--- src/rvbm_pkg.sv ---
// shared types, constants and helpers for the rgba voxel blend unit
package rvbm_pkg;

    // channel order inside a voxel word
    localparam int NUM_CH = 4;
    localparam int NUM_COLOR = 3;
    localparam int CH_ALPHA = 3;

    // one restoring division cell per quotient bit
    localparam int DIV_CELLS = 8;

    // full-scale channel value
    localparam logic [7:0] FULL = 8'd255;

    // blend mode codes
    localparam logic [2:0] BLEND_PAINT = 3'd0;
    localparam logic [2:0] BLEND_OVER = 3'd1;
    localparam logic [2:0] BLEND_SUBTRACT = 3'd2;
    localparam logic [2:0] BLEND_MAX = 3'd3;
    localparam logic [2:0] BLEND_SUB_CLAMP = 3'd4;
    localparam logic [2:0] BLEND_MUL_ALPHA = 3'd5;
    localparam logic [2:0] BLEND_INTERSECT = 3'd6;

    // configuration register indexes
    localparam logic [2:0] REG_BLEND_MODE = 3'd0;
    localparam logic [2:0] REG_TINT_ENABLE = 3'd1;
    localparam logic [2:0] REG_TINT_RED = 3'd2;
    localparam logic [2:0] REG_TINT_GREEN = 3'd3;
    localparam logic [2:0] REG_TINT_BLUE = 3'd4;
    localparam logic [2:0] REG_TINT_ALPHA = 3'd5;

    // voxel: index 0 red, 1 green, 2 blue, 3 alpha
    typedef logic [NUM_CH-1:0][7:0] rgba_t;

    // configuration seen by the datapath
    typedef struct packed {
        logic [2:0] blend_mode;
        logic       tint_enable;
        rgba_t      tint;
    } cfg_t;

    // payload travelling down the division chain
    typedef struct packed {
        logic [NUM_COLOR-1:0][15:0] rem;
        logic [NUM_COLOR-1:0][7:0]  quot;
        logic [15:0]                den;
        rgba_t                      base;
        rgba_t                      dst;
    } div_t;

    // exact x/255 for x up to 65279
    function automatic logic [7:0] div255(input logic [15:0] x);
        logic [16:0] t;
        t = {1'b0, x} + 17'd1 + {9'd0, x[15:8]};
        return t[15:8];
    endfunction

endpackage

--- src/rvbm_div_cell.sv ---
// one restoring division step for the three colour channels, one pipeline slot
module rvbm_div_cell (
    input  logic             clk,
    input  logic             rst_n,
    input  logic             in_valid,
    output logic             in_ready,
    input  rvbm_pkg::div_t   in_data,
    output logic             out_valid,
    input  logic             out_ready,
    output rvbm_pkg::div_t   out_data
);

    logic            valid_reg;
    rvbm_pkg::div_t  data_reg;
    rvbm_pkg::div_t  data_next;

    assign in_ready = !valid_reg || out_ready;
    assign out_valid = valid_reg;
    assign out_data = data_reg;

    // shift in next numerator bit, subtract divisor when it fits
    always_comb
    begin
        logic [16:0] trial;
        logic        fits;
        data_next = in_data;
        for (int i = 0; i < rvbm_pkg::NUM_COLOR; i++)
        begin
            trial = {in_data.rem[i], in_data.quot[i][7]};
            fits = trial >= {1'b0, in_data.den};
            if (fits)
            begin
                trial = trial - {1'b0, in_data.den};
            end
            data_next.rem[i] = trial[15:0];
            data_next.quot[i] = {in_data.quot[i][6:0], fits};
        end
    end

    always_ff @(posedge clk or negedge rst_n)
    begin
        if (!rst_n)
        begin
            valid_reg <= 1'b0;
        end
        else if (in_ready)
        begin
            valid_reg <= in_valid;
        end
    end

    always_ff @(posedge clk)
    begin
        if (in_ready && in_valid)
        begin
            data_reg <= data_next;
        end
    end

endmodule

--- config.mk ---
export PLATFORM = sky130hd
export DESIGN_NAME = rvbm_div_cell
export DESIGN_NICKNAME = d
export VERILOG_FILES = /design/src/rvbm_pkg.sv /design/src/rvbm_div_cell.sv
export SDC_FILE = /design/constraint.sdc
export NUM_CORES = 1
export LEC_CHECK = 0
export BUFFER_PORTS_ARGS = -buffer_cell sky130_fd_sc_hd__buf_2
export CAP_MARGIN = 20
export CORE_MARGIN = 2
export CORE_UTILIZATION = 49
export DETAILED_ROUTE_END_ITERATION = 16
export HOLD_SLACK_MARGIN = 0.15
export PLACE_DENSITY = 0.85
export SYNTH_ARGS = -nofsm -noshare
export SYNTH_HDL_FRONTEND = slang
export SYNTH_SLANG_ARGS = --single-unit
--- constraint.sdc ---
create_clock -name clk -period 6 [get_ports clk]
set_input_delay 0.3 -clock clk [delete_from_list [all_inputs] [get_ports clk]]
set_output_delay 0.3 -clock clk [all_outputs]
set_load 0.02 [all_outputs]
# Yosys cells after proc, flatten, opt, wreduce, memory -nomap -nowiden
# Index checks and enable logic that the tools add are counted.
[classes]
add_sub_neg = 3
magnitude_cmp = 3
muxes = 3
reduce_logical = 3
[op_table]
columns = ["operator", "count"]
rows = [
  ["17-bit by 16-bit greater-or-equal comparator with 1-bit output", 3],
  ["16-bit two-way mux", 3],
  ["16-bit subtractor", 3],
  ["1-bit logical AND", 1],
  ["1-bit zero test", 1],
  ["1-bit logical OR", 1],
]
[word_totals]
reg_bits = 153
input_bits = 156
output_inout_bits = 154
word_cells = 28

# Logic depth before layout (Yosys ltp)
[logic_depth]
depth_word = 3
mapped_depth = 10
depth_no_buf = 10

# Worst setup path after synthesis
# No wires, ideal clock.
[synth_timing]
path_type = "register to register"
startpoint = "register valid_reg, in the netlist out_valid"
endpoint = "register data_reg, in the netlist out_data[0] (enable)"
setup_time_ns = 0.529
arrival_ns = 4.223
t_required_ns = 5.471
slack_ns = 1.247
path_stages_with_launch = 3
path_buffers = 0
period_less_slack_ns = 4.753
path_cell_list = "dfrtp_1 nand2b_1 and2_1"
[synth_via]
elab_chain_len = 3
[synth_rtl]
columns = ["element", "line", "rtl"]
rows = [
  ["start, declared", "rvbm_div_cell.sv:13", "logic valid_reg;"],
  ["start signal, assigned", "rvbm_div_cell.sv:48", "valid_reg <= in_valid;"],
  ["1-bit zero test", "rvbm_div_cell.sv:17", "assign in_ready = !valid_reg || out_ready;"],
  ["1-bit logical OR", "rvbm_div_cell.sv:17", ""],
  ["net in_ready", "rvbm_div_cell.sv:6", "output logic in_ready,"],
  ["1-bit logical AND", "rvbm_div_cell.sv:54", "if (in_ready && in_valid)"],
  ["end signal, assigned", "rvbm_div_cell.sv:56", "data_reg <= data_next;"],
  ["end, declared", "rvbm_div_cell.sv:14", "rvbm_pkg::div_t data_reg;"],
]
# The timed path passes the listed nets, and every way through them passes these cells.
# A chain may end at the register's enable or synchronous reset.

==> reports/qor.log <==
INFO  timing         fmax=0.3072GHz
INFO  global_routing grt_pass1_wl=35200microns
INFO  clock_tree     postCtsResizedCells=0
INFO  timing         timing.clock.skew=0.01392ns
INFO  synthesis      netlist_instances=541
INFO  synthesis      asyncSetResetFlopFracSynth=0.6536%
INFO  clock_tree     clock_tree.root_cell=clkbuf_16
INFO  global_routing grt_max_degree=61
INFO  floorplanning  fp.dieArea=0.01644sqmm
INFO  power          power.static_leakage=4.804nW
INFO  floorplanning  area_of_the_core=0.01515sqmm
INFO  synthesis      ys_top_cells_by_area=edfxtp_1 (60%), ha_1 (7.9%), mux2_2 (5.8%)
INFO  place          preCtsSetupSlack=2.798ns
INFO  worst_setup_path setup_slack_of_the_worst_register_to_register_path=3.78ns
INFO  place          placedInstanceArea=0.009324sqmm
INFO  clock_tree     numCtsBuffers=17
INFO  clock_tree     worst_skew_pair.late_latency=0.42ns
INFO  synthesis      postSynthAreaPerCell=13.98squm
INFO  synthesis      synth.distinct_cells=60
INFO  timing         maxSlewViolCount=0
INFO  min_path       hold_path.class=input port to flop
INFO  worst_setup_path path_max_fanout=16
INFO  worst_setup_path crit_path_cell_trace=dlygate4sd3_1 > buf_2 > inv_1 > ha_1 > a21o_1 > a21o_1 > a21oi_1 > a21oi_1 > a211oi_2 > a21oi_2 > mux2_2
INFO  finish         design.final.nets=1175
INFO  clock_tree     cts_post_setup_buffers_inserted=0
INFO  clock_tree     cts-root-to-sink-buffers=2
INFO  worst_setup_path timing.critical_path.slowest_cell_delay=0.77ns
INFO  global_routing gr-total-overflow=0
INFO  power          power_per_cell_area=278.3mW/mm^2
INFO  clock_tree     h-tree-depth=4
INFO  detailed_routing vias_per_cell=5.404
INFO  min_path       min-delay-start=in_data[65]
INFO  worst_setup_path critical_path.startpoint_type=input port
INFO  synthesis      post_synth_instance_area=0.007562sqmm
INFO  detailed_routing detail_route.wirelength=24050microns
INFO  global_routing grtUsageTotal=28.72%
INFO  outcome        status=completed
INFO  worst_setup_path r2r-end=out_data[64]
INFO  finish         final_cell_area=0.01096sqmm
INFO  timing         fin_ws=2.745ns
INFO  timing         grt_setup_unrepaired=false
INFO  clock_tree     clock-sinks=153
INFO  finish         layout.cells.most_common_list=buf_2 (309), edfxtp_1 (152), dlygate4sd3_1 (102)
INFO  detailed_routing drc=0
INFO  synthesis      synth_enable_flop_cells=152
INFO  global_routing first_global_vias=6349
INFO  synthesis      synth_top_area_share=60.36%
INFO  floorplanning  start_util=49.93%
INFO  timing         min_period_over_period=54.25%
INFO  min_path       whs_endpoint=out_data[65]
INFO  global_routing initial_antenna_violation_count=9
INFO  worst_setup_path worst-endpoint-required=6.16ns
INFO  finish         post_route_cells_drive_above_1_share=39.96%
INFO  place          dpl.hpwl=16260microns
INFO  timing         tightest_slew=0.9967ns
INFO  worst_setup_path worstSetupEndpointType=flop
INFO  synthesis      syn-num-nets=748
INFO  worst_setup_path setup.worst_path.start=in_data[70]
INFO  finish         most_common_library_cell_in_the_layout_ignoring_fill_and_taps=buf_2
INFO  synthesis      ys_seq_elements=153
INFO  floorplanning  die_y=128.2microns
INFO  detailed_routing drt-pass1-iter-count=5
INFO  worst_setup_path critical_path.reg2reg.startpoint=out_valid
INFO  min_path       hold_depth=1
INFO  worst_setup_path crit_path_class=input port to flop
INFO  floorplanning  die_x=128.2microns
INFO  detailed_routing total_vias_in_the_final_route=6350
INFO  detailed_routing antenna_left=0
INFO  place          port_buffers=309
INFO  synthesis      synth_flop_cell=edfxtp_1
INFO  finish         syn2layout_area_growth=44.87%
INFO  clock_tree     worst_setup_hold_path_clk_slew=0.06ns
INFO  detailed_routing routed_wire_length_per_instance=20.47microns
INFO  timing         finalWorstPathRequiredPeriod=3.255ns
INFO  place          routabilityCongestion=0.8614
INFO  synthesis      synth.yosys.warnings=0
INFO  synthesis      synth_largest_area_cell=edfxtp_1
INFO  finish         final_util=72.33%
INFO  timing         timing.final.hold_violations=0
INFO  worst_setup_path r2r_worst_path_depth=3
INFO  clock_tree     tritoncts_clock_tree=built
INFO  timing         setup_violations=0
INFO  timing         fin_tns_setup=0ns
INFO  floorplanning  io-pin-count=310
INFO  detailed_routing initialDrtViolationCount=358
INFO  floorplanning  std_cell_rows=45
INFO  power          max-vdd-ir-drop=0.2115mV
INFO  worst_setup_path cp_data_arrival_time=3.42ns
INFO  worst_setup_path critical_path.slowest_cell=a21oi_2
INFO  flow_run       max_cap_viol_count=0
INFO  synthesis      sequential_fraction_of_the_synthesis_area=60.69%
INFO  timing         worst_slew_margin_rel=33.55%
timing repair:
| action | 4_1_cts | 5_1_grt |
|---|---|---|
| hold buffers | 102 | 0 |
| setup endpoints to repair | 0 | 0 |
| endpoints found under the hold margin | 102 | 0 |
layout make-up:
type	count	area, sq um
clock buffer	21	470.5
inverter	27	101.3
antenna	6	15.01
timing repair buffer	414	2594
tap	188	235.2
sequential	153	4589
fill	999	4190
clock inverter	11	113.9
multi-input combinational	355	2836
critical path, delay by kind of cell:
family / cells / cell delay [ns]
buf+inv: 3 / 0.81
compound gates: 6 / 1.44
mux: 1 / 0.44
fa+ha+maj: 1 / 0.42
metrics by stage:
step	total power [mW]	hold WS, ns	cells
after floorplan	1.743	0.004409	541
after global placement	1.927	0.07961	1034
after detailed placement	1.942	0.07917	1034
after CTS	3.038	0.1635	1168
after global routing	3.161	0.1958	1174
final	3.049	0.1922	1175
cells in the mapped netlist (2+ instances only):
library cell,count
edfxtp_1,152
ha_1,48
mux2_2,39
a21oi_1,33
nor2_1,29
inv_1,27
xnor2_1,24
a31oi_1,17
nand2_1,16
a21o_1,15
o21ai_0,14
nand2b_1,10
o21a_1,9
xor2_1,9
and3_1,6
nor2b_1,6
nor3_1,6
a211oi_1,5
mux2i_1,5
and2_1,4
nand3_1,4
o31a_1,4
a211o_1,3
buf_2,3
fa_1,3
nand4_1,3
o21bai_1,3
o31ai_1,3
or3_1,3
a21boi_0,2
a311oi_1,2
and4_1,2
nand3b_1,2
o2111ai_1,2
o211a_1,2
o211ai_1,2
report_power, final:
part / total (mW) / switching (mW) / internal (mW)
registers: 1.31 / 0.0235 / 1.28
clock network: 1.06 / 0.444 / 0.612
logic: 0.687 / 0.386 / 0.301
cell families (layout without fill, tap and decap cells):
family          after synthesis  in the layout  share of synthesized area, %
flops                       153            153                         60.69
fa+ha+maj                    51             51                         8.736
simple gates                 97             97                         6.602
buf+inv                      33            473                         1.836
xor+xnor                     33             33                         3.822
compound gates              129            129                         11.65
other cells                   0              6                             0
mux                          45             45                         6.668
state kept, by name, summed over array words and instances, names as in the netlist:
| name | flops |
|---|---|
| out_data | 152 |
| out_valid | 1 |
worst max-delay path by stage:
| stage | depth (start not counted) | end | slack [ns] |
|---|---|---|---|
| after floorplan | 2 | out_data[0] | 1.25 |
| after global placement | 9 | out_data[147] | 2.90 |
| after detailed placement | 9 | out_data[145] | 2.80 |
| after CTS | 10 | out_data[151] | 2.79 |
| after global routing | 11 | out_data[132] | 2.58 |
| final | 11 | out_data[132] | 2.74 |
per-layer routing:
metal | track usage [%] | up-vias | part of all wire [%]
met3 | 8.097 | 78 | 8.2
met2 | 49.72 | 342 | 51
met5 | 0 | - | 0.15
met4 | 13.96 | 6 | 3.9
li1 | - | 2962 | -
met1 | 32.73 | 2962 | 37
Power figures use the tool's default switching activity.
