`src/rvbm_pkg.sv`:
```
// shared types, constants and helpers for the rgba voxel blend unit
package rvbm_pkg;

    // channel order inside a voxel word
    localparam int NUM_CH = 4;
    localparam int NUM_COLOR = 3;
    localparam int CH_ALPHA = 3;

    // one restoring division cell per quotient bit
    localparam int DIV_CELLS = 8;

    // full-scale channel value
    localparam logic [7:0] FULL = 8'd255;

    // blend mode codes
    localparam logic [2:0] BLEND_PAINT = 3'd0;
    localparam logic [2:0] BLEND_OVER = 3'd1;
    localparam logic [2:0] BLEND_SUBTRACT = 3'd2;
    localparam logic [2:0] BLEND_MAX = 3'd3;
    localparam logic [2:0] BLEND_SUB_CLAMP = 3'd4;
    localparam logic [2:0] BLEND_MUL_ALPHA = 3'd5;
    localparam logic [2:0] BLEND_INTERSECT = 3'd6;

    // configuration register indexes
    localparam logic [2:0] REG_BLEND_MODE = 3'd0;
    localparam logic [2:0] REG_TINT_ENABLE = 3'd1;
    localparam logic [2:0] REG_TINT_RED = 3'd2;
    localparam logic [2:0] REG_TINT_GREEN = 3'd3;
    localparam logic [2:0] REG_TINT_BLUE = 3'd4;
    localparam logic [2:0] REG_TINT_ALPHA = 3'd5;

    // voxel: index 0 red, 1 green, 2 blue, 3 alpha
    typedef logic [NUM_CH-1:0][7:0] rgba_t;

    // configuration seen by the datapath
    typedef struct packed {
        logic [2:0] blend_mode;
        logic       tint_enable;
        rgba_t      tint;
    } cfg_t;

    // payload travelling down the division chain
    typedef struct packed {
        logic [NUM_COLOR-1:0][15:0] rem;
        logic [NUM_COLOR-1:0][7:0]  quot;
        logic [15:0]                den;
        rgba_t                      base;
        rgba_t                      dst;
    } div_t;

    // exact x/255 for x up to 65279
    function automatic logic [7:0] div255(input logic [15:0] x);
        logic [16:0] t;
        t = {1'b0, x} + 17'd1 + {9'd0, x[15:8]};
        return t[15:8];
    endfunction

endpackage

```
`src/rvbm_if.sv`:
```
// valid/ready channel interfaces for voxel input and blended output
interface rvbm_in_if;
    logic       valid;
    logic       ready;
    logic [7:0] dst_red;
    logic [7:0] dst_green;
    logic [7:0] dst_blue;
    logic [7:0] dst_alpha;
    logic [7:0] src_red;
    logic [7:0] src_green;
    logic [7:0] src_blue;
    logic [7:0] src_alpha;

    modport source (
        output valid, dst_red, dst_green, dst_blue, dst_alpha,
        output src_red, src_green, src_blue, src_alpha,
        input  ready
    );
    modport sink (
        input  valid, dst_red, dst_green, dst_blue, dst_alpha,
        input  src_red, src_green, src_blue, src_alpha,
        output ready
    );
endinterface


```
`src/rvbm_front.sv`:
```
// front pipeline: tint, channel products and per-mode results
module rvbm_front (
    input  logic                clk,
    input  logic                rst_n,
    rvbm_in_if.sink             vox_in,
    input  rvbm_pkg::cfg_t      cfg,
    output logic                out_valid,
    input  logic                out_ready,
    output rvbm_pkg::div_t      out_data
);

    // stage valids and readies
    logic a_valid_reg, b_valid_reg, c_valid_reg, d_valid_reg;
    logic a_ready, b_ready, c_ready, d_ready;

    // stage a: raw voxels and tint products
    rvbm_pkg::rgba_t         a_dst_reg, a_src_reg;
    logic [3:0][15:0]        a_tprod_reg;
    rvbm_pkg::rgba_t         in_dst, in_src;
    logic [3:0][15:0]        a_tprod_next;

    // stage b: tinted source
    rvbm_pkg::rgba_t         b_dst_reg, b_src_reg;
    rvbm_pkg::rgba_t         b_src_next;

    // stage c: channel products
    rvbm_pkg::rgba_t         c_dst_reg;
    logic [7:0]              c_sa_reg;
    logic [rvbm_pkg::NUM_COLOR-1:0][7:0] c_src_reg;
    logic [2:0][15:0]        c_pss_reg, c_pdi_reg;
    logic [3:0][15:0]        c_pds_reg;
    logic [15:0]             c_dainv_reg;
    logic [2:0][15:0]        c_pss_next, c_pdi_next;
    logic [3:0][15:0]        c_pds_next;
    logic [15:0]             c_dainv_next;
    logic [7:0]              b_inv;

    // stage d: division setup and per-mode result
    rvbm_pkg::div_t          d_data_reg;
    rvbm_pkg::div_t          d_data_next;

    // backpressure chain
    assign d_ready = !d_valid_reg || out_ready;
    assign c_ready = !c_valid_reg || d_ready;
    assign b_ready = !b_valid_reg || c_ready;
    assign a_ready = !a_valid_reg || b_ready;
    assign vox_in.ready = a_ready;
    assign out_valid = d_valid_reg;
    assign out_data = d_data_reg;

    always_ff @(posedge clk or negedge rst_n)
    begin
        if (!rst_n)
        begin
            a_valid_reg <= 1'b0;
            b_valid_reg <= 1'b0;
            c_valid_reg <= 1'b0;
            d_valid_reg <= 1'b0;
        end
        else
        begin
            if (a_ready)
            begin
                a_valid_reg <= vox_in.valid;
            end
            if (b_ready)
            begin
                b_valid_reg <= a_valid_reg;
            end
            if (c_ready)
            begin
                c_valid_reg <= b_valid_reg;
            end
            if (d_ready)
            begin
                d_valid_reg <= c_valid_reg;
            end
        end
    end

    // stage a: source times tint
    always_comb
    begin
        in_dst = {vox_in.dst_alpha, vox_in.dst_blue, vox_in.dst_green, vox_in.dst_red};
        in_src = {vox_in.src_alpha, vox_in.src_blue, vox_in.src_green, vox_in.src_red};
        for (int i = 0; i < rvbm_pkg::NUM_CH; i++)
        begin
            a_tprod_next[i] = {8'd0, in_src[i]} * {8'd0, cfg.tint[i]};
        end
    end

    always_ff @(posedge clk)
    begin
        if (a_ready && vox_in.valid)
        begin
            a_dst_reg <= in_dst;
            a_src_reg <= in_src;
            a_tprod_reg <= a_tprod_next;
        end
    end

    // stage b: divide tint products by full scale, or pass the source through when tint is off
    always_comb
    begin
        for (int i = 0; i < rvbm_pkg::NUM_CH; i++)
        begin
            b_src_next[i] = cfg.tint_enable ? rvbm_pkg::div255(a_tprod_reg[i]) : a_src_reg[i];
        end
    end

    always_ff @(posedge clk)
    begin
        if (b_ready && a_valid_reg)
        begin
            b_dst_reg <= a_dst_reg;
            b_src_reg <= b_src_next;
        end
    end

    // stage c: products against source alpha and its complement
    always_comb
    begin
        b_inv = rvbm_pkg::FULL - b_src_reg[rvbm_pkg::CH_ALPHA];
        for (int i = 0; i < rvbm_pkg::NUM_COLOR; i++)
        begin
            c_pss_next[i] = {8'd0, b_src_reg[i]} * {8'd0, b_src_reg[rvbm_pkg::CH_ALPHA]};
            c_pdi_next[i] = {8'd0, b_dst_reg[i]} * {8'd0, b_inv};
        end
        for (int i = 0; i < rvbm_pkg::NUM_CH; i++)
        begin
            c_pds_next[i] = {8'd0, b_dst_reg[i]} * {8'd0, b_src_reg[rvbm_pkg::CH_ALPHA]};
        end
        c_dainv_next = {8'd0, b_dst_reg[rvbm_pkg::CH_ALPHA]} * {8'd0, b_inv};
    end

    // source colour is carried along for max mode
    always_ff @(posedge clk)
    begin
        if (c_ready && b_valid_reg)
        begin
            c_dst_reg <= b_dst_reg;
            c_sa_reg <= b_src_reg[rvbm_pkg::CH_ALPHA];
            c_src_reg <= b_src_reg[rvbm_pkg::NUM_COLOR-1:0];
            c_pss_reg <= c_pss_next;
            c_pdi_reg <= c_pdi_next;
            c_pds_reg <= c_pds_next;
            c_dainv_reg <= c_dainv_next;
        end
    end

    // stage d: over numerator and denominator, other modes finished here
    always_comb
    begin
        logic [24:0] num;
        logic [24:0] weighted;
        logic [16:0] den_wide;
        logic [7:0]  da;
        logic [7:0]  sa;
        logic [7:0]  sa_inv;
        rvbm_pkg::rgba_t res;

        da = c_dst_reg[rvbm_pkg::CH_ALPHA];
        sa = c_sa_reg;
        sa_inv = rvbm_pkg::FULL - sa;
        d_data_next.dst = c_dst_reg;
        den_wide = {1'b0, sa, 8'd0} - {9'd0, sa} + {1'b0, c_dainv_reg};
        d_data_next.den = den_wide[15:0];

        // over numerator: 255*s*sa + d*da*(255-sa), quotient below 256
        for (int i = 0; i < rvbm_pkg::NUM_COLOR; i++)
        begin
            weighted = {9'd0, c_pdi_reg[i]} * {17'd0, da};
            num = {1'b0, c_pss_reg[i], 8'd0} - {9'd0, c_pss_reg[i]} + weighted;
            d_data_next.rem[i] = num[23:8];
            d_data_next.quot[i] = num[7:0];
        end

        // colour stays destination unless the mode says otherwise
        res = c_dst_reg;
        case (cfg.blend_mode)
            rvbm_pkg::BLEND_PAINT:
            begin
                for (int i = 0; i < rvbm_pkg::NUM_COLOR; i++)
                begin
                    res[i] = rvbm_pkg::div255(c_pss_reg[i] + c_pdi_reg[i]);
                end
            end
            rvbm_pkg::BLEND_OVER:
            begin
                res[rvbm_pkg::CH_ALPHA] = sa + rvbm_pkg::div255(c_dainv_reg);
            end
            rvbm_pkg::BLEND_SUBTRACT:
            begin
                res[rvbm_pkg::CH_ALPHA] = (da > sa) ? da - sa : 8'd0;
            end
            rvbm_pkg::BLEND_MAX:
            begin
                for (int i = 0; i < rvbm_pkg::NUM_COLOR; i++)
                begin
                    res[i] = c_src_reg[i];
                end
                res[rvbm_pkg::CH_ALPHA] = (da > sa) ? da : sa;
            end
            rvbm_pkg::BLEND_SUB_CLAMP:
            begin
                res[rvbm_pkg::CH_ALPHA] = (da < sa_inv) ? da : sa_inv;
            end
            rvbm_pkg::BLEND_MUL_ALPHA:
            begin
                for (int i = 0; i < rvbm_pkg::NUM_CH; i++)
                begin
                    res[i] = rvbm_pkg::div255(c_pds_reg[i]);
                end
            end
            rvbm_pkg::BLEND_INTERSECT:
            begin
                res[rvbm_pkg::CH_ALPHA] = (da < sa) ? da : sa;
            end
            default:
            begin
                res = c_dst_reg;
            end
        endcase
        d_data_next.base = res;
    end

    always_ff @(posedge clk)
    begin
        if (d_ready && c_valid_reg)
        begin
            d_data_reg <= d_data_next;
        end
    end

endmodule

```
`src/flat_wrapper.sv`:
```
// flat-port wrapper written by rule: the top's interface ports become plain ports
module rvbm_front_flat 
  (clk, rst_n, cfg, out_valid, out_ready, out_data, vox_in_valid, vox_in_dst_red, vox_in_dst_green, vox_in_dst_blue, vox_in_dst_alpha, vox_in_src_red, vox_in_src_green, vox_in_src_blue, vox_in_src_alpha, vox_in_ready);
  rvbm_in_if vox_in_i ();
  input  logic clk;
  input  logic rst_n;
  input  rvbm_pkg::cfg_t cfg;
  output logic out_valid;
  input  logic out_ready;
  output rvbm_pkg::div_t out_data;
  input wire logic [$bits(vox_in_i.valid)-1:0] vox_in_valid;
  input wire logic [$bits(vox_in_i.dst_red)-1:0] vox_in_dst_red;
  input wire logic [$bits(vox_in_i.dst_green)-1:0] vox_in_dst_green;
  input wire logic [$bits(vox_in_i.dst_blue)-1:0] vox_in_dst_blue;
  input wire logic [$bits(vox_in_i.dst_alpha)-1:0] vox_in_dst_alpha;
  input wire logic [$bits(vox_in_i.src_red)-1:0] vox_in_src_red;
  input wire logic [$bits(vox_in_i.src_green)-1:0] vox_in_src_green;
  input wire logic [$bits(vox_in_i.src_blue)-1:0] vox_in_src_blue;
  input wire logic [$bits(vox_in_i.src_alpha)-1:0] vox_in_src_alpha;
  output wire logic [$bits(vox_in_i.ready)-1:0] vox_in_ready;
  assign vox_in_i.valid = vox_in_valid;
  assign vox_in_i.dst_red = vox_in_dst_red;
  assign vox_in_i.dst_green = vox_in_dst_green;
  assign vox_in_i.dst_blue = vox_in_dst_blue;
  assign vox_in_i.dst_alpha = vox_in_dst_alpha;
  assign vox_in_i.src_red = vox_in_src_red;
  assign vox_in_i.src_green = vox_in_src_green;
  assign vox_in_i.src_blue = vox_in_src_blue;
  assign vox_in_i.src_alpha = vox_in_src_alpha;
  assign vox_in_ready = vox_in_i.ready;
  rvbm_front u_core (.clk(clk), .rst_n(rst_n), .vox_in(vox_in_i), .cfg(cfg), .out_valid(out_valid), .out_ready(out_ready), .out_data(out_data));
endmodule
```
`config.mk`:
```
export PLATFORM = sky130hd
export DESIGN_NAME = rvbm_front_flat
export DESIGN_NICKNAME = d
export VERILOG_FILES = /design/src/rvbm_pkg.sv /design/src/rvbm_if.sv /design/src/rvbm_front.sv /design/src/flat_wrapper.sv
export SDC_FILE = /design/constraint.sdc
export NUM_CORES = 2
export LEC_CHECK = 0
export ABC_CLOCK_PERIOD_IN_PS = 11500
export BUFFER_PORTS_ARGS = -buffer_cell sky130_fd_sc_hd__buf_2
export CAP_MARGIN = 20
export CORE_MARGIN = 2
export CORE_UTILIZATION = 30
export CTS_CLUSTER_DIAMETER = 100
export DETAILED_ROUTE_END_ITERATION = 8
export PLACE_DENSITY = 0.56
export REMOVE_ABC_BUFFERS = 1
export SETUP_SLACK_MARGIN = 0.5
export SYNTH_ARGS = -nofsm -noshare
export SYNTH_HDL_FRONTEND = slang
export SYNTH_SLANG_ARGS = --single-unit
```
`constraint.sdc`:
```
create_clock -name clk -period 11.5 [get_ports clk]
set_clock_uncertainty 0.15 [all_clocks]
set_input_delay 2.3 -clock clk [delete_from_list [all_inputs] [get_ports clk]]
set_output_delay 2.3 -clock clk [all_outputs]
set_load 0.005 [all_outputs]
```
Word level (Yosys, flattened, before mapping):

Index checks and enable logic that the tools add are counted.
Widths: inputs -> output; s select.

* register bits after elaboration: 588
* input bits: 104
* output and inout bits: 154

* add/sub/neg operators: 39
* $mul: 18
* $lt $le $gt $ge: 3
* eq/ne operators: 6
* mux-type cells: 10
* reductions and logical operators: 13

Operators with widths (number)
* $mul 8x8->16: 15
* $add 16x1->16 const B: 12
* $add 16x8->16: 12
* $add 24x24->24: 3
* $mul 16x8->24: 3
* $pmux 24 s3: 1
* $sub 24x16->24: 3
* $add 16x16->16: 4
* $mux 8: 8
* $pmux 8 s6: 1
* $lt 8x8->1: 2
* $sub 16x8->16: 1
* $sub 8x8->8 const A: 2
* $eq 3x3->1 const B: 3
* $add 8x8->8: 1
* $gt 8x8->1: 1
* $sub 8x8->8: 1
* $eq 3x2->1 const B: 2
* $logic_and 1x1->1: 4
* $logic_not 1->1: 4
* $logic_or 1x1->1: 4
* $eq 3x1->1 const B: 1
* $logic_not 3->1: 1

Logic depth before layout (Yosys ltp):

* depth in word-level cells: 6
* gate-level depth with buffers: 24
* depth with buffers taken out: 21

Least setup slack after synthesis:

Ideal clock, no wire load.

* kind: input to register
* from: input port out_ready
* to: register u_core.d_data_reg (netlist bit u_core.out_data[0]), enable pin
* library setup time: 0.684 ns
* arrival: 9.094 ns
* setup slack: 1.572 ns
* stages on the path: 2
* buffers on the path: 0
* cell sequence: nor2b_1 > nor2b_1

* cells in the longest elaborated chain, start to end: 2

Ends and longest elaborated chain
* start, declared: line flat_wrapper.sv:9 `input logic out_ready;`
* $logic_or 1x1->1: line rvbm_front.sv:43 `assign d_ready = !d_valid_reg || out_ready;`
* $logic_and 1x1->1: line rvbm_front.sv:229 `if (d_ready && c_valid_reg)`
* end signal, assigned: line rvbm_front.sv:231 `d_data_reg <= d_data_next;`
* end, declared: line rvbm_front.sv:39 `rvbm_pkg::div_t d_data_reg;`

Every way passes these cells.
A chain may end at the register's enable or synchronous reset.

==> impl_metrics.tcl <==
set metrics [dict create \
    path_clk_slew_ns 0.06 \
    nNetsFinal 9079 \
    hpwl_um 141000 \
    rows 178 \
    place_congestion 0.877 \
    synth_top_area_share_pct 25.0 \
    cts_tree "yes" \
    outcome "complete, no violations" \
    portBuffers 257 \
    worstMarginPinSlew_ns 0.992 \
    yosysSeqAreaShare_pct 24.9 \
    routed_wl_um 183000 \
    slew_violations 0 \
    synth.largest_area_cell "fa_1" \
    synth-seq-cells 588 \
    largest_register_ffs 152 \
    endpoint_kind "flip-flop" \
    netlist_top_cells_area "fa_1 (25%), edfxtp_1 (25%), ha_1 (16%)" \
    relSlewSlack_pct 33.8 \
    gr-total-overflow 0 \
    grt_pass1_vias 52000 \
    clk_latency_ns 0.72 \
    ios 258 \
    hold_class "flip-flop to flip-flop" \
    start_util_pct 30.1 \
    core_um2 235000 \
    rsz0062_at_grt "false" \
    stdcell_count 10400 \
    ys.flop_type "edfxtp_1" \
    startpoint_type "flip-flop" \
    synth-edff-count 584 \
    fp.dieH_um 490 \
    post_cts_buffers 0 \
    grt_pass1_wl_um 292000 \
    track_usage_pct 15.5 \
    clk_path_buf_depth 3 \
    setup_tns_ns 0 \
    ys_types 94 \
    clockRootBuffer "clkbuf_16" \
    path_max_fanout 45 \
    die_w_um 490 \
    drt-initial-drc-count 2447 \
    syn_area_um2 70800 \
    met1Wirelength_um 87000 \
    cts-hold-fix-buffers 0 \
    cap_violations 0 \
    crit_required_ns 11.83 \
    syn2layout_area_growth_pct 10.8 \
    cts_sinks 588 \
    max_freq_mhz 155 \
    htree_levels 3 \
    drive_above_1_share_pct 6.79 \
    period_needed_ns 6.46 \
    final_cell_mix "inv_1 (1,264), ha_1 (892), fa_1 (885)" \
    synthCells 6991 \
    setup_viol_count_final 0 \
    vias_per_cell 4.63 \
    reg2reg_setup_slack_ns 5.04 \
    top_layer "met5" \
    synth.avg_cell_area_um2 10.1 \
    dr_total_vias 48300 \
    drc_errors 0 \
    wl_met3_um 6830 \
    final_hold_viol_count 0 \
    cts_resized 0 \
    yosys_warnings 0 \
    final_common_cell "inv_1" \
    dp_cells 10300 \
    drtAntennaViolNets 0 \
    numCtsBuffers 80 \
    crit_type "flip-flop to flip-flop" \
    antenna_found_initial 13 \
    async_flop_share_pct 0.680 \
    wl_met2_um 83400 \
    grt_max_degree 71 \
    worstPathArrival_ns 6.79 \
    post_drt_wl_per_cell_um 17.5 \
    dr.pass1.iters 5 \
    die_area_um2 240000 \
    finalCritPeriodShare_pct 56.2 \
]
## metrics by stage
| stage | hold WS [ns] | area, µm² | utilization (%) | setup WS [ns] |
|---|---|---|---|---|
| finish | 0.263 | 78400 | 33.4 | 5.04 |
| global route | 0.268 | 78400 | 33.4 | 4.73 |
| CTS | 0.267 | 78400 | 33.4 | 5.06 |
| detailed placement | 0.255 | 75700 | 32.2 | 4.62 |
| global placement | 0.256 | 75700 | 32.2 | 4.73 |
| floorplan | 0.250 | 70100 | - | 1.57 |
## worst paths after layout
path                            cells past startpoint              endpoint                 start
max in group asynchronous                           1      u_core.out_valid                 rst_n
worst min-delay path                                0   u_core.b_dst_reg[1]   u_core.a_dst_reg[1]
worst min register to register                      0   u_core.b_dst_reg[1]   u_core.a_dst_reg[1]
worst max-delay path                               18  u_core.out_data[135]  u_core.c_dst_reg[27]
min in group asynchronous                           1    u_core.a_valid_reg                 rst_n
worst max register to register                     18  u_core.out_data[135]  u_core.c_dst_reg[27]
## cell usage after synthesis, types with 5 or more instances
cell	instances
nand4_1	16
o21ai_0	153
or2_2	13
o221ai_1	10
and3_1	21
clkbuf_1	167
a2111oi_0	10
a22oi_1	8
xnor2_1	260
o21bai_1	21
nand2b_1	147
a21o_1	58
nand3_1	47
xor2_1	102
edfxtp_1	584
and2_1	556
o31ai_1	10
o31a_1	19
mux2i_1	5
fa_1	885
a21oi_1	196
o21a_1	61
o41ai_1	31
a211oi_1	20
o21ai_1	12
a31oi_1	14
o211ai_1	12
nor3_1	69
a21boi_0	48
a222oi_1	10
nor2_1	296
o2111ai_1	6
ha_1	892
buf_1	12
or3_1	9
nor2b_1	185
inv_1	1264
nand2_1	653
o22ai_1	7
## layer usage
layer | global-route usage (%) | vias up
li1 | - | 22900
met1 | 21.3 | 24200
met2 | 25.5 | 904
met3 | 1.75 | 231
met4 | 5.15 | 2
met5 | 0 | -
## cell families (layout without fill, tap and decap cells)
logic type	Yosys count	in the layout	synth area share [%]
multiplexers	9	9	0.134
other	0	6	0
XOR/XNOR	363	363	4.50
adder cells (fa/ha/maj)	1777	1777	40.8
AND/OR/NAND/NOR	2037	2037	14.6
buffers and inverters	1445	1715	7.67
AO/OA/AOI/OAI	772	772	7.38
flip-flops	588	588	24.9
## final cells by class
type | instances | area, µm²
well taps | 3150 | 3940
flip-flops and latches | 588 | 17600
multi-input cells | 4958 | 47700
repair buffers | 305 | 1650
diodes | 6 | 15.0
clock inverters | 59 | 654
fillers | 23800 | 157000
inverters | 1265 | 4750
clock buffers | 86 | 2020
## critical path, stage by stage, from the launching register on
cell and delay (ns):
edfxtp_1 0.60, buf_4 0.52, and2_1 0.25, fa_1 0.42, fa_1 0.57, fa_1 0.44
fa_1 0.51, inv_1 0.05, fa_1 0.47, inv_1 0.04, ha_1 0.35, and3_1 0.22
o21ai_0 0.10, o21ai_0 0.39, o311ai_1 0.23, o211ai_1 0.33, a31oi_1 0.14, o21ba_2 0.22
xnor2_1 0.12
Power is left out: the tool's default activity adds up to more than one toggle a clock period on the data nets, which glitch-free logic cannot reach.
